==> src/sv/vsc_pkg.sv <==
`timescale 1ns / 1ps
// vsc_pkg: shared types and constants for the vigenere stream cipher
// no dependencies; imported by vsc_xform, vigenere_stream_cipher and tb_top

package vsc_pkg;

   // key geometry
   localparam int KEY_MAX       = 16;
   localparam int KEY_IDX_W     = $clog2(KEY_MAX);
   localparam int KEY_LEN_W     = 5;
   localparam int SHIFT_W       = 5;
   localparam int SHIFT_REG_W   = 40;
   localparam int SHIFTS_ALL_W  = 2 * SHIFT_REG_W;

   // character handling
   localparam int CHAR_W        = 8;
   localparam int LETTER_W      = 5;
   localparam logic [LETTER_W-1:0] ALPHA_SIZE = LETTER_W'(26);
   localparam logic [CHAR_W-1:0] CHAR_UP_A  = 8'h41;
   localparam logic [CHAR_W-1:0] CHAR_UP_Z  = 8'h5A;
   localparam logic [CHAR_W-1:0] CHAR_LO_A  = 8'h61;
   localparam logic [CHAR_W-1:0] CHAR_LO_Z  = 8'h7A;
   localparam logic [CHAR_W-1:0] CHAR_ZERO  = 8'h30;
   localparam logic [CHAR_W-1:0] CHAR_NINE  = 8'h39;
   localparam logic [CHAR_W-1:0] CASE_DELTA = 8'h20;

   // configuration port
   localparam int CSR_DATA_W    = 64;
   localparam int CSR_ADDR_W    = 5;

   typedef enum logic [1:0] {
      REG_MODE        = 2'd0,
      REG_KEY_LENGTH  = 2'd1,
      REG_SHIFTS_LOW  = 2'd2,
      REG_SHIFTS_HIGH = 2'd3
   } csr_reg_type;

   localparam logic MODE_ENCRYPT = 1'b0;
   localparam logic MODE_DECRYPT = 1'b1;

   typedef struct packed {
      logic                   mode;
      logic [KEY_LEN_W-1:0]   key_length;
      logic [SHIFT_REG_W-1:0] key_shifts_low;
      logic [SHIFT_REG_W-1:0] key_shifts_high;
   } cfg_type;

   typedef struct packed {
      logic [CHAR_W-1:0]    out_char;
      logic                 emit;
      logic [KEY_IDX_W-1:0] key_index_next;
   } xform_type;

endpackage

==> src/sv/vsc_xform.sv <==
`timescale 1ns / 1ps
// vsc_xform: per-character transform and key position update, pure logic
// depends on vsc_pkg

module vsc_xform (
   input  logic [vsc_pkg::CHAR_W-1:0]    in_char,
   input  logic                          in_last,
   input  logic [vsc_pkg::KEY_IDX_W-1:0] key_index,
   input  vsc_pkg::cfg_type              cfg,
   output vsc_pkg::xform_type            result
);
   import vsc_pkg::*;

   logic [CHAR_W-1:0]       folded;
   logic                    is_digit;
   logic                    is_upper;
   logic [SHIFTS_ALL_W-1:0] shifts_all;
   logic [SHIFT_W-1:0]      shift_raw;
   logic [LETTER_W-1:0]     shift_mod;
   logic [LETTER_W-1:0]     letter;
   logic [LETTER_W:0]       sum;
   logic [LETTER_W-1:0]     shifted;
   logic [KEY_LEN_W-1:0]    eff_len;
   logic [KEY_LEN_W-1:0]    idx_inc;
   logic [KEY_IDX_W-1:0]    idx_adv;
   logic [KEY_IDX_W-1:0]    idx_keep;

   // fold lowercase to uppercase
   always_comb begin
      if (in_char >= CHAR_LO_A && in_char <= CHAR_LO_Z) begin
         folded = in_char - CASE_DELTA;
      end else begin
         folded = in_char;
      end
   end

   assign is_digit = (folded >= CHAR_ZERO) && (folded <= CHAR_NINE);
   assign is_upper = (folded >= CHAR_UP_A) && (folded <= CHAR_UP_Z);

   // shift at current position, reduced mod 26 (raw is at most 31)
   assign shifts_all = {cfg.key_shifts_high, cfg.key_shifts_low};
   assign shift_raw  = shifts_all[SHIFT_W*key_index +: SHIFT_W];
   assign shift_mod  = (shift_raw >= ALPHA_SIZE) ? (shift_raw - ALPHA_SIZE) : shift_raw;

   assign letter = LETTER_W'(folded - CHAR_UP_A);

   always_comb begin
      if (cfg.mode == MODE_DECRYPT) begin
         if (letter >= shift_mod) begin
            sum = {1'b0, letter} - {1'b0, shift_mod};
         end else begin
            sum = {1'b0, letter} + {1'b0, ALPHA_SIZE} - {1'b0, shift_mod};
         end
      end else begin
         sum = {1'b0, letter} + {1'b0, shift_mod};
         if (sum >= {1'b0, ALPHA_SIZE}) begin
            sum = sum - {1'b0, ALPHA_SIZE};
         end
      end
   end
   assign shifted = sum[LETTER_W-1:0];

   // effective key length, clamped to 1..KEY_MAX
   always_comb begin
      if (cfg.key_length == '0) begin
         eff_len = KEY_LEN_W'(1);
      end else if (cfg.key_length > KEY_LEN_W'(KEY_MAX)) begin
         eff_len = KEY_LEN_W'(KEY_MAX);
      end else begin
         eff_len = cfg.key_length;
      end
   end

   assign idx_inc = KEY_LEN_W'(key_index) + KEY_LEN_W'(1);
   assign idx_adv = (idx_inc >= eff_len) ? '0 : idx_inc[KEY_IDX_W-1:0];

   always_comb begin
      result.out_char = '0;
      result.emit     = 1'b0;
      idx_keep        = key_index;
      if (is_digit) begin
         result.out_char = folded;
         result.emit     = 1'b1;
         idx_keep        = idx_adv;
      end else if (is_upper) begin
         result.out_char = CHAR_UP_A + CHAR_W'(shifted);
         result.emit     = 1'b1;
         idx_keep        = idx_adv;
      end
      result.key_index_next = in_last ? '0 : idx_keep;
   end

endmodule

==> src/sv/vigenere_stream_cipher.sv <==
`timescale 1ns / 1ps
// vigenere_stream_cipher: top level, stream ports, csr block and pipeline
// depends on vsc_pkg and vsc_xform
//
// Vigenere cipher on a character stream. Each req transfer carries one
// byte in tdata and an end-of-string mark in tlast; each produces exactly
// one rsp transfer: tdata holds the uppercase cipher letter or the digit,
// tuser is the emit flag (0 for a skipped character, tdata then 0) and
// tlast copies the input mark. Letters of either case are shifted by the
// key shift at the current key position (add to encrypt, subtract to
// decrypt, mod 26); letters and digits advance the position, which wraps
// at key_length and restarts after every tlast. Throughput is one
// character per clock while rsp_tready stays high: an input register
// feeds one level of transform logic into the result register, and both
// stages keep moving while the next character arrives. Registers sit at
// byte addresses 0 (mode), 8 (key_length), 16 (key shifts 0-7) and 24
// (key shifts 8-15), 64-bit data, five bits per shift with shift i in
// bits 5i+4..5i. Write configuration only while the stream is idle.

module vigenere_stream_cipher (
   input  logic                           clock,
   input  logic                           reset,
   // input stream
   input  logic                           req_tvalid,
   output logic                           req_tready,
   input  logic [7:0]                     req_tdata,   // [7:0] in_char
   input  logic                           req_tlast,   // in_last
   // result stream
   output logic                           rsp_tvalid,
   input  logic                           rsp_tready,
   output logic [7:0]                     rsp_tdata,   // [7:0] out_char
   output logic                           rsp_tuser,   // [0] emit
   output logic                           rsp_tlast,   // out_last
   // configuration port
   input  logic                           csr_psel,
   input  logic                           csr_penable,
   input  logic                           csr_pwrite,
   input  logic [vsc_pkg::CSR_ADDR_W-1:0] csr_paddr,
   input  logic [vsc_pkg::CSR_DATA_W-1:0] csr_pwdata,
   output logic [vsc_pkg::CSR_DATA_W-1:0] csr_prdata,
   output logic                           csr_pready
);
   import vsc_pkg::*;

   // configuration registers
   cfg_type              cfg_ff;
   csr_reg_type          csr_sel;
   logic                 csr_wr;

   // input stage
   logic                 in_valid_ff;
   logic [CHAR_W-1:0]    in_char_ff;
   logic                 in_last_ff;

   // result stage
   logic                 out_valid_ff;
   logic [CHAR_W-1:0]    out_char_ff;
   logic                 out_emit_ff;
   logic                 out_last_ff;

   // key position
   logic [KEY_IDX_W-1:0] key_index_ff;
   logic [KEY_IDX_W-1:0] key_index_in;

   logic                 out_load;
   xform_type            xform;

   // ---------------------------------------------------------------
   // csr block: register index from 8-byte address slots
   // ---------------------------------------------------------------
   assign csr_pready = 1'b1;
   assign csr_sel    = csr_reg_type'(csr_paddr[CSR_ADDR_W-1:3]);
   assign csr_wr     = csr_psel && csr_penable && csr_pwrite && csr_pready;

   always_ff @(posedge clock) begin
      if (reset) begin
         cfg_ff.mode            <= MODE_ENCRYPT;
         cfg_ff.key_length      <= KEY_LEN_W'(1);
         cfg_ff.key_shifts_low  <= '0;
         cfg_ff.key_shifts_high <= '0;
      end else if (csr_wr) begin
         case (csr_sel)
            REG_MODE: begin
               cfg_ff.mode <= csr_pwdata[0];
            end
            REG_KEY_LENGTH: begin
               cfg_ff.key_length <= csr_pwdata[KEY_LEN_W-1:0];
            end
            REG_SHIFTS_LOW: begin
               cfg_ff.key_shifts_low <= csr_pwdata[SHIFT_REG_W-1:0];
            end
            REG_SHIFTS_HIGH: begin
               cfg_ff.key_shifts_high <= csr_pwdata[SHIFT_REG_W-1:0];
            end
            default: begin
            end
         endcase
      end
   end

   // read back
   always_comb begin
      case (csr_sel)
         REG_MODE:        csr_prdata = CSR_DATA_W'(cfg_ff.mode);
         REG_KEY_LENGTH:  csr_prdata = CSR_DATA_W'(cfg_ff.key_length);
         REG_SHIFTS_LOW:  csr_prdata = CSR_DATA_W'(cfg_ff.key_shifts_low);
         REG_SHIFTS_HIGH: csr_prdata = CSR_DATA_W'(cfg_ff.key_shifts_high);
         default:         csr_prdata = '0;
      endcase
   end

   // ---------------------------------------------------------------
   // pipeline control: result register loads from a full input register when
   // empty or draining, input register refills when empty or its content moves on
   // ---------------------------------------------------------------
   assign out_load   = in_valid_ff && (!out_valid_ff || rsp_tready);
   assign req_tready = !in_valid_ff || out_load;

   always_ff @(posedge clock) begin
      if (reset) begin
         in_valid_ff <= 1'b0;
      end else if (req_tready) begin
         in_valid_ff <= req_tvalid;
      end
   end

   always_ff @(posedge clock) begin
      if (req_tready && req_tvalid) begin
         in_char_ff <= req_tdata;
         in_last_ff <= req_tlast;
      end
   end

   // transform of the character in the input register
   vsc_xform u_xform (
      .in_char   (in_char_ff),
      .in_last   (in_last_ff),
      .key_index (key_index_ff),
      .cfg       (cfg_ff),
      .result    (xform)
   );

   // key position moves only when its character moves into the result stage
   assign key_index_in = out_load ? xform.key_index_next : key_index_ff;

   always_ff @(posedge clock) begin
      if (reset) begin
         key_index_ff <= '0;
      end else begin
         key_index_ff <= key_index_in;
      end
   end

   always_ff @(posedge clock) begin
      if (reset) begin
         out_valid_ff <= 1'b0;
      end else if (out_load) begin
         out_valid_ff <= 1'b1;
      end else if (rsp_tready) begin
         out_valid_ff <= 1'b0;
      end
   end

   always_ff @(posedge clock) begin
      if (out_load) begin
         out_char_ff <= xform.out_char;
         out_emit_ff <= xform.emit;
         out_last_ff <= in_last_ff;
      end
   end

   assign rsp_tvalid = out_valid_ff;
   assign rsp_tdata  = out_char_ff;
   assign rsp_tuser  = out_emit_ff;
   assign rsp_tlast  = out_last_ff;

`ifndef ASSERT_OFF
   // end of string restarts the key position
   a_last_restarts_key: assert property (@(posedge clock) disable iff (reset)
      out_load && in_last_ff |=> key_index_ff == '0)
      else $error("key position not cleared after end of string");

   // skipped character carries a zero byte
   a_skip_zero: assert property (@(posedge clock) disable iff (reset)
      rsp_tvalid && !rsp_tuser |-> rsp_tdata == '0)
      else $error("skipped character with nonzero data");

   // emitted byte is an uppercase letter or a digit
   a_emit_class: assert property (@(posedge clock) disable iff (reset)
      rsp_tvalid && rsp_tuser |->
         (rsp_tdata >= CHAR_UP_A && rsp_tdata <= CHAR_UP_Z) ||
         (rsp_tdata >= CHAR_ZERO && rsp_tdata <= CHAR_NINE))
      else $error("emitted character outside letter and digit range");

   // key position never moves without a character entering the result stage
   a_key_hold: assert property (@(posedge clock) disable iff (reset)
      !out_load |=> $stable(key_index_ff))
      else $error("key position changed with no transfer");
`endif

endmodule

==> config.mk <==
export PLATFORM = sky130hd
export DESIGN_NAME = vigenere_stream_cipher
export DESIGN_NICKNAME = d
export VERILOG_FILES = /design/src/sv/vsc_pkg.sv /design/src/sv/vsc_xform.sv /design/src/sv/vigenere_stream_cipher.sv
export SDC_FILE = /design/constraint.sdc
export NUM_CORES = 1
export LEC_CHECK = 0
export BUFFER_PORTS_ARGS = -buffer_cell sky130_fd_sc_hd__buf_2
export CAP_MARGIN = 0
export CORE_MARGIN = 5
export CORE_UTILIZATION = 36
export DETAILED_ROUTE_END_ITERATION = 6
export MAX_ROUTING_LAYER = met4
export PLACE_DENSITY_LB_ADDON = 0.3
export SYNTH_ARGS = -nofsm -noshare
export SYNTH_HDL_FRONTEND = slang
export SYNTH_SLANG_ARGS = --single-unit
==> constraint.sdc <==
create_clock -name clock -period 12.8 [get_ports clock]
set_clock_uncertainty 0.2 [all_clocks]
set_input_delay 1.92 -clock clock [delete_from_list [all_inputs] [get_ports clock]]
set_output_delay 1.92 -clock clock [all_outputs]
set_load 0.05 [all_outputs]
==> results.toml, run 1 <==
[outcome]
outcome = "complete, no violations"

[finish]
area_growth_pct = 13.8
final_net_count = 980
stdcell_count = 1104
drive_above_1_share_pct = 19.6
postLayoutCellArea_um2 = 7720

[clock_network]
htreeDepth = 3
cts_setup_buffers = 0
cts_tree = "yes"
root_buffer = "clkbuf_16"
cts.path.max_buffers = 2
clock_latency_ns = 0.36
cts_sinks = 111
cts_resized = 0
clkTransAtPathRegs_ns = 0.08
ctsHoldBuffers = 0
numCtsBuffers = 9

[logic_synthesis]
synth_cell_types = 62
synth-seq-cells = 111
syn-mean-instance-area_um2 = 8.61
synthCells = 788
ys.flop_type = "dfxtp_1"
ys_warn_count = 0
synth-edff-count = 19
async_flop_share_pct = 0
syn-cell-area_um2 = 6790
yosysSeqAreaShare_pct = 35.5

[global_route]
grt_pass1_wl_mm = 29.3
grtUsageTotal_pct = 17.4
overflow = 0
grt_max_degree = 93
grt_pass1_vias = 5553
antenna_found_initial = 1

[setup_path]
path_max_fanout = 15
cp-end-kind = "flip-flop"
reg2reg_depth = 18
worst_ep_required_time_ns = 12.79
r2r_start = "key_index_ff[0]"
cp_cell_sequence = "buf_4 > mux4_2 > nor2b_1 > a211oi_1 > a21oi_1 > inv_1 > ha_1 > o21a_1 > o21ai_0 > o21ai_0 > fa_1 > a211o_1 > a21o_1 > a2111oi_4 > nor4_1 > o21a_1 > or4_4 > o31ai_2"
worstSetupPathType = "flip-flop to flip-flop"
r2r_slack_ns = 6.67
startpoint = "key_index_ff[0]"
max_stage_delay_ns = 0.75
r2r_end = "rsp_tdata[5]"
startpoint_type = "flip-flop"
critPathSlowestCell = "dfxtp_1"
endpoint = "rsp_tdata[5]"
arrival_ns = 6.12

[place]
dp_cells = 1087
postPlaceCellArea_um2 = 7380
place.gp.congestion = 0.835
place.port_buffers = 109
post-dp-hpwl_mm = 12.9

[hold_path]
hp-class = "flip-flop to flip-flop"

[drt]
via_count = 5557
first_iter_violations = 327
dr.pass1.iters = 5
drt.antenna.violating_nets = 0
wl_per_cell_um = 16.6
wl_mm = 18.3
drc_errors = 0
vias_per_cell = 5.03

[sta]
fin_tns_setup_ns = 0
max_slew_margin_pct = 26.2
drv_slew = 0
rsz0062_at_grt = "false"
finalSetupViolations = 0
finalHoldViolations = 0
clock.fmax_ghz = 0.163
fin_crit_sh_pct = 47.9
worstMarginPinSlew_ns = 1.11
fin_crit_ns = 6.13

[power_and_ir_drop]
max-vdd-ir-drop_mv = 0.0886
cellPowerDensity_nw_per_um2 = 105
p_leak_nw = 3.02

[floorplan]
rows = 50
die_h_um = 147
pin_count = 162
core_area_um2 = 18600
initial_utilization_pct = 36.4
dieWidth_um = 147
dieArea_um2 = 21700

[job]
maxCapViolCount = 0
[worst min path at each step]
stage / from / end / slack, ns / cells past startpoint
global placement: cfg_ff[57] / cfg_ff[57] / 0.26 / 2
global route: cfg_ff[35] / cfg_ff[35] / 0.29 / 2
CTS: cfg_ff[57] / cfg_ff[57] / 0.27 / 2
floorplan: cfg_ff[1] / cfg_ff[1] / 0.24 / 2
detailed placement: cfg_ff[57] / cfg_ff[57] / 0.26 / 2
finish: cfg_ff[57] / cfg_ff[57] / 0.27 / 2
[layout by cell type, fill, tap and decap left out, types with 3 or more instances in the layout]
cell       count
nand2_1      183
buf_2        109
a21oi_1       94
dfxtp_1       92
mux2i_1       45
nor2b_1       44
nor2_1        30
ha_1          27
conb_1        26
inv_1         24
mux4_2        23
edfxtp_1      19
o21ai_0       14
nor3_1        10
clkbuf_16      9
xnor2_1        8
buf_4          7
a21o_1         6
xor2_1         5
nand2b_1       5
a211oi_1       5
o21a_1         5
nand3_1        5
mux2_2         4
a22o_1         4
and3_1         4
a31oi_1        4
fa_1           4
nor4_1         3
[per-layer routing]
metal	vias to the layer above	global-route usage, %	part of all wire, %
met5	-	-	0
met1	2593	22.2	45
li1	2831	-	-
met3	10	3.45	4.5
met2	123	28.6	50
met4	0	4.05	1.0
[registers in the layout, indices dropped and copies added, names as in the netlist]
signal and flops:
cfg_ff 86, in_char_ff 8, rsp_tdata 8, key_index_ff 4, in_last_ff 1, in_valid_ff 1, rsp_tlast 1, rsp_tuser 1
rsp_tvalid 1
[power breakdown]
part           internal [mW]  switching [mW]  total [mW]
sequential             0.362         0.00567       0.368
clock                  0.177           0.142       0.318
combinational         0.0414          0.0848       0.126
[metrics by stage]
stage	utilization (%)	total power [mW]	worst slack, ns	hold slack, ns
final	41.4	0.813	6.67	0.272
after global routing	41.4	0.845	6.16	0.290
after global placement	39.6	0.502	6.68	0.257
after detailed placement	39.6	0.503	6.68	0.260
after CTS	41.4	0.820	6.64	0.271
after floorplan	-	0.477	7.21	0.243
[cells in the mapped netlist, types with 6 or more instances]
cell type  count  share of area (%)
edfxtp_1      19                8.4
xnor2_1        8                1.0
a21oi_1       94                6.9
nor2_1        30                1.7
nor2b_1       44                4.1
nand2_1      184                 10
clkbuf_1      43                2.4
inv_1         24                1.3
dfxtp_1       92                 27
nor3_1        10               0.74
a21o_1         6               0.66
mux2i_1       45                6.6
o21ai_0       14                1.0
ha_1          27                5.0
mux4_2        23                7.6
buf_4         26                2.9
[worst max-delay path, delay by kind of cell (launching register included)]
family / cells / cell delay [ns]
flip-flops: 1 / 0.75
AO/OA/AOI/OAI: 10 / 2.63
multiplexers: 1 / 0.27
adder cells (fa/ha/maj): 2 / 0.84
AND/OR/NAND/NOR: 3 / 0.74
buffers and inverters: 2 / 0.52
[cell type report]
cell class | instances | area (um2)
fillers | 1946 | 10900
multi-input cells | 602 | 3990
flip-flops and latches | 111 | 2410
repair buffers | 116 | 598
well taps | 234 | 293
clock buffers | 9 | 225
clock inverters | 7 | 114
inverters | 24 | 90.1
diodes | 1 | 2.50
[cells by family (layout without fill, tap and decap cells)]
logic type / count (synthesis) / count (layout) / synth area share, %
buffers and inverters: 99 / 156 / 7.08
other: 2 / 27 / 0.111
multiplexers: 72 / 72 / 14.9
adder cells (fa/ha/maj): 31 / 31 / 6.16
AND/OR/NAND/NOR: 296 / 296 / 19.4
XOR/XNOR: 13 / 13 / 1.68
AO/OA/AOI/OAI: 164 / 164 / 15.2
flip-flops: 111 / 111 / 35.5
Power figures use the tool's default switching activity.
==> run 2, diff against run 1 <==
==> constraint.sdc (replaced) <==
create_clock -name clock -period 6.2 [get_ports clock]
set_clock_uncertainty 0.2 [all_clocks]
set_input_delay 0.93 -clock clock [delete_from_list [all_inputs] [get_ports clock]]
set_output_delay 0.93 -clock clock [all_outputs]
set_load 0.05 [all_outputs]
==> run 2 against run 1 <==
  * Critical path depth decreased by 1
  * Combinational power rose by 110%
  * Die area stayed put
  * Register-to-register slack worse by 6.1 ns
  * Worst setup slack got worse by 6.1 ns
  * Sequential share of layout area grew 0.11 points
  * Sequential cell count unchanged
  * Critical endpoint unchanged
  * Wire length up 1.0%
==> results.toml, run 2 (synthesis gave the netlist of run 1 again) <==
[outcome]
outcome = "complete, no violations"

[drt]
dr.pass1.iters = 5
vias_per_cell = 5.16
first_iter_violations = 364
via_count = 5706
wl_mm = 18.5
wl_per_cell_um = 16.7
drc_errors = 0
drt.antenna.violating_nets = 0

[sta]
max_slew_margin_pct = 22.3
finalHoldViolations = 0
worstMarginPinSlew_ns = 1.16
clock.fmax_ghz = 0.177
drv_slew = 0
rsz0062_at_grt = "false"
fin_crit_ns = 5.64
finalSetupViolations = 0
fin_crit_sh_pct = 90.9
fin_tns_setup_ns = 0

[floorplan]
initial_utilization_pct = 36.4
rows = 50
core_area_um2 = 18600
die_h_um = 147
pin_count = 162
dieWidth_um = 147
dieArea_um2 = 21700

[clock_network]
root_buffer = "clkbuf_16"
clock_latency_ns = 0.36
cts_tree = "yes"
cts_resized = 0
numCtsBuffers = 9
clkTransAtPathRegs_ns = 0.08
htreeDepth = 3
cts_setup_buffers = 0
cts_sinks = 111
ctsHoldBuffers = 0
cts.path.max_buffers = 2

[finish]
final_cell_mix = "nand2_1, buf_2, a21oi_1"
postLayoutCellArea_um2 = 7700
post-route-util_pct = 41.3
largest_reg_flops = 86
final_net_count = 983
num_antenna_cells = 0
drive_above_1_share_pct = 19.8
final_common_cell = "nand2_1"
top_regs = "cfg_ff x86, in_char_ff x8, rsp_tdata x8"
top_register = "cfg_ff"
area_growth_pct = 13.4

[setup_path]
cp-end-kind = "flip-flop"
startpoint_type = "flip-flop"
critPathSlowestCell = "o21ai_0"
cpMostUsedCell = "inv_1"
arrival_ns = 5.64
cp_cell_sequence = "buf_4 > mux4_2 > nor2b_1 > a211oi_1 > a21oi_1 > inv_1 > ha_1 > inv_1 > nand3_1 > o21ai_0 > fa_1 > nor2_1 > o41ai_2 > o31a_2 > o21a_1 > or4_4 > o31ai_2"
max_stage_delay_ns = 0.70
worst_ep_required_time_ns = 6.20
crit_family = "compound AO/OA/AOI/OAI gates"
worstSetupPathType = "flip-flop to flip-flop"
path_max_fanout = 15
critPathBufInv = 3

[job]
maxCapViolCount = 0

[global_route]
antenna_found_initial = 0
overflow = 0
grt_pass1_wl_mm = 29.3
grt_max_degree = 93
grt_pass1_vias = 5439
grtUsageTotal_pct = 17.3

[place]
postPlaceCellArea_um2 = 7400
place.gp.congestion = 0.848
post-dp-hpwl_mm = 13.2
place.port_buffers = 109

[power_and_ir_drop]
p_leak_nw = 3.02
max-vdd-ir-drop_mv = 0.138
cellPowerDensity_nw_per_um2 = 208

[hold_path]
hp-class = "flip-flop to flip-flop"
run 2: cell count changes in the layout (fill, tap and decap cells not counted), sizes merged:
cell,before,now
inv,27,26
diode,1,0
clkinv,2,5
bufinv,2,0
buf,116,119
run 2: final cells by class:
cell class | count | area [um2]
Multi-Input combinational cell | 602 | 3990
Timing Repair Buffer | 119 | 621
Clock inverter | 7 | 67.6
Tap cell | 234 | 293
Fill cell | 1906 | 10900
Clock buffer | 9 | 225
Inverter | 24 | 90.1
Sequential cell | 111 | 2410
run 2: per-layer routing:
layer	global-route usage (%)	vias to the layer above	share of wire [%]
li1	-	2837	-
met2	28.6	159	50
met3	2.38	13	4.6
met5	-	-	0
met4	4.15	0	1.0
met1	22.6	2697	44
run 2: metrics by stage:
step	cells	hold slack, ns	power [mW]	worst slack (ns)
6_report	1106	0.270	1.60	0.562
5_1_grt	1106	0.294	1.67	0.0847
4_1_cts	1106	0.271	1.62	0.546
3_5_place_dp	1090	0.260	1.04	0.586
3_3_place_gp	1090	0.256	1.04	0.686
2_1_floorplan	812	0.243	0.985	1.03
run 2: worst paths after layout:
kind              depth (start not counted)            to  slack, ns             from
setup reg to reg                         17  rsp_tdata[5]       0.56  key_index_ff[0]
hold reg to reg                           2    cfg_ff[57]       0.27       cfg_ff[57]
setup / recovery                         17  rsp_tdata[5]       0.56  key_index_ff[0]
hold / removal                            2    cfg_ff[57]       0.27       cfg_ff[57]
run 2: power breakdown:
part / switching, mW / total (mW) / leakage, nW / internal [mW]
Sequential: 0.0117 / 0.760 / 0.925 / 0.748
Clock: 0.298 / 0.580 / 0.145 / 0.282
Combinational: 0.178 / 0.263 / 1.95 / 0.0854
Total: 0.487 / 1.60 / 3.02 / 1.12
run 2: worst register-to-register path, delay by kind of cell (launching register included):
kind            cells  cell delay (ns)
compound gates      7             2.13
simple gates        4             1.14
fa+ha+maj           2             0.90
buf+inv             3             0.47
flops               1             0.34
mux                 1             0.28
==> run 3, diff against run 2 <==
--- a/config.mk
+++ b/config.mk
@@ -8,10 +8,11 @@
 export BUFFER_PORTS_ARGS = -buffer_cell sky130_fd_sc_hd__buf_2
 export CAP_MARGIN = 0
 export CORE_MARGIN = 5
-export CORE_UTILIZATION = 36
+export CORE_UTILIZATION = 50
 export DETAILED_ROUTE_END_ITERATION = 6
 export MAX_ROUTING_LAYER = met4
-export PLACE_DENSITY_LB_ADDON = 0.3
+export PLACE_DENSITY = 0.78
+export RECOVER_POWER = 50
 export SYNTH_ARGS = -nofsm -noshare
 export SYNTH_HDL_FRONTEND = slang
 export SYNTH_SLANG_ARGS = --single-unit
==> run 3 against run 2 <==
  * Total power down 1.6%
  * Hold slack barely moved
  * Sequential power is essentially flat
  * The flow now finishes with violations (max-capacitance violations, max-slew violations)
  * Critical path depth did not move
  * Critical path type unchanged
  * Maximum frequency up 1.8%
  * Global-route usage is 4.1 points higher
  * Clock power decreased by 3.6%
  * Core utilization grew 16 points
  * Die area fell by 26%
  * Largest power group unchanged
==> results.toml, run 3 (synthesis gave the netlist of run 1 again) <==
[outcome]
outcome = "complete, but fails checks"
violations = "max-capacitance violations, max-slew violations"

[clock_network]
cts_resized = 0
clock_latency_ns = 0.35
cts_setup_buffers = 0
ctsHoldBuffers = 0
cts_tree = "yes"
root_buffer = "clkbuf_16"
htreeDepth = 3
cts_sinks = 111
cts.path.max_buffers = 2
clkTransAtPathRegs_ns = 0.08
numCtsBuffers = 9

[finish]
fillers = 1188
post-route-util_pct = 57.2
final_net_count = 984
top_regs = "cfg_ff x86, in_char_ff x8, rsp_tdata x8"
top_register = "cfg_ff"
drive_above_1_share_pct = 18.6
postLayoutCellArea_um2 = 7600
final_cell_mix = "nand2_1, buf_2, a21oi_1"
area_growth_pct = 12.0
largest_reg_flops = 86
final_common_cell = "nand2_1"

[global_route]
overflow = 0
grt_pass1_vias = 5532
grt_pass1_wl_mm = 27.4
antenna_found_initial = 1
grt_max_degree = 93
grtUsageTotal_pct = 21.4

[drt]
first_iter_violations = 409
wl_mm = 16.8
wl_per_cell_um = 16.0
drc_errors = 0
drt.antenna.violating_nets = 0
dr.pass1.iters = 5
vias_per_cell = 5.52
via_count = 5798

[floorplan]
die_h_um = 127
initial_utilization_pct = 51.1
dieWidth_um = 127
pin_count = 162
dieArea_um2 = 16000
rows = 42
core_area_um2 = 13300

[place]
postPlaceCellArea_um2 = 7340
post-place-ws_ns = 0.758
place.port_buffers = 109
place.gp.congestion = 0.906
post-dp-hpwl_mm = 12.0

[power_and_ir_drop]
cellPowerDensity_nw_per_um2 = 207
p_leak_nw = 2.98
max-vdd-ir-drop_mv = 0.149

[sta]
finalSetupViolations = 0
fin_tns_setup_ns = 0
layout_setup_ws_ns = 0.663
finalHoldViolations = 0
fin_crit_ns = 5.54
clock.fmax_ghz = 0.181
fin_crit_sh_pct = 89.3
rsz0062_at_grt = "false"
worstMarginPinSlew_ns = 4.12
drv_slew = 93
max_slew_margin_pct = -175

[setup_path]
arrival_ns = 5.53
worst_ep_required_time_ns = 6.19
cp-end-kind = "flip-flop"
startpoint_type = "flip-flop"
worstSetupPathType = "flip-flop to flip-flop"
path_max_fanout = 10
r2r_slack_ns = 0.66

[hold_path]
hp-class = "flip-flop to flip-flop"

[job]
maxCapViolCount = 1
-- run 3: layout make-up --
| cell class | instances | area, um2 | area share [%] |
|---|---|---|---|
| multi-input combinational | 602 | 3990 | 52.4 |
| sequential | 111 | 2410 | 31.7 |
| timing repair buffer | 120 | 611 | 8.03 |
| clock buffer | 9 | 225 | 2.96 |
| tap | 176 | 220 | 2.90 |
| inverter | 24 | 90.1 | 1.18 |
| clock inverter | 7 | 55.1 | 0.724 |
| antenna | 1 | 2.50 | 0.0329 |
-- run 3: critical path: stages, from the launching register on --
cell	delay [ns]
dfxtp_1	0.63
mux4_2	0.29
nor2b_1	0.12
a211oi_1	0.06
a21oi_1	0.35
inv_1	0.12
ha_1	0.23
o21a_1	0.12
o21ai_0	0.21
o21ai_0	0.37
fa_1	0.62
a211o_1	0.31
a21o_1	0.23
a2111oi_4	0.46
nor4_1	0.10
o21a_1	0.21
or4_4	0.49
o31ai_2	0.24
-- run 3: final timing paths --
check                       start           end  cells after the start
setup / recovery  key_index_ff[1]  rsp_tdata[5]                     17
hold / removal         cfg_ff[67]    cfg_ff[67]                      2
setup reg to reg  key_index_ff[1]  rsp_tdata[5]                     17
hold reg to reg        cfg_ff[67]    cfg_ff[67]                      2
-- run 3: where the power goes --
group | leakage (nW) | switching, mW | total (mW) | internal [mW]
sequential | 0.925 | 0.0115 | 0.760 | 0.748
clock | 0.140 | 0.281 | 0.559 | 0.278
combinational | 1.92 | 0.174 | 0.258 | 0.0842
total | 2.98 | 0.466 | 1.58 | 1.11
-- run 3: metrics by stage --
step | hold slack, ns | power, mW | instances
3_5_place_dp | 0.261 | 1.03 | 1033
2_1_floorplan | 0.243 | 0.985 | 812
6_report | 0.270 | 1.58 | 1050
5_1_grt | 0.297 | 1.64 | 1050
3_3_place_gp | 0.255 | 1.03 | 1033
4_1_cts | 0.271 | 1.59 | 1049
-- run 3: per-layer routing --
metal	global-route usage [%]	up-vias	share of wire, %	routed length, um
met1	26.2	2706	41	6980
met3	3.24	30	6.3	1050
met4	7.32	0	2.5	413
met5	-	-	0	0
li1	-	2852	-	-
met2	36.0	210	50	8370
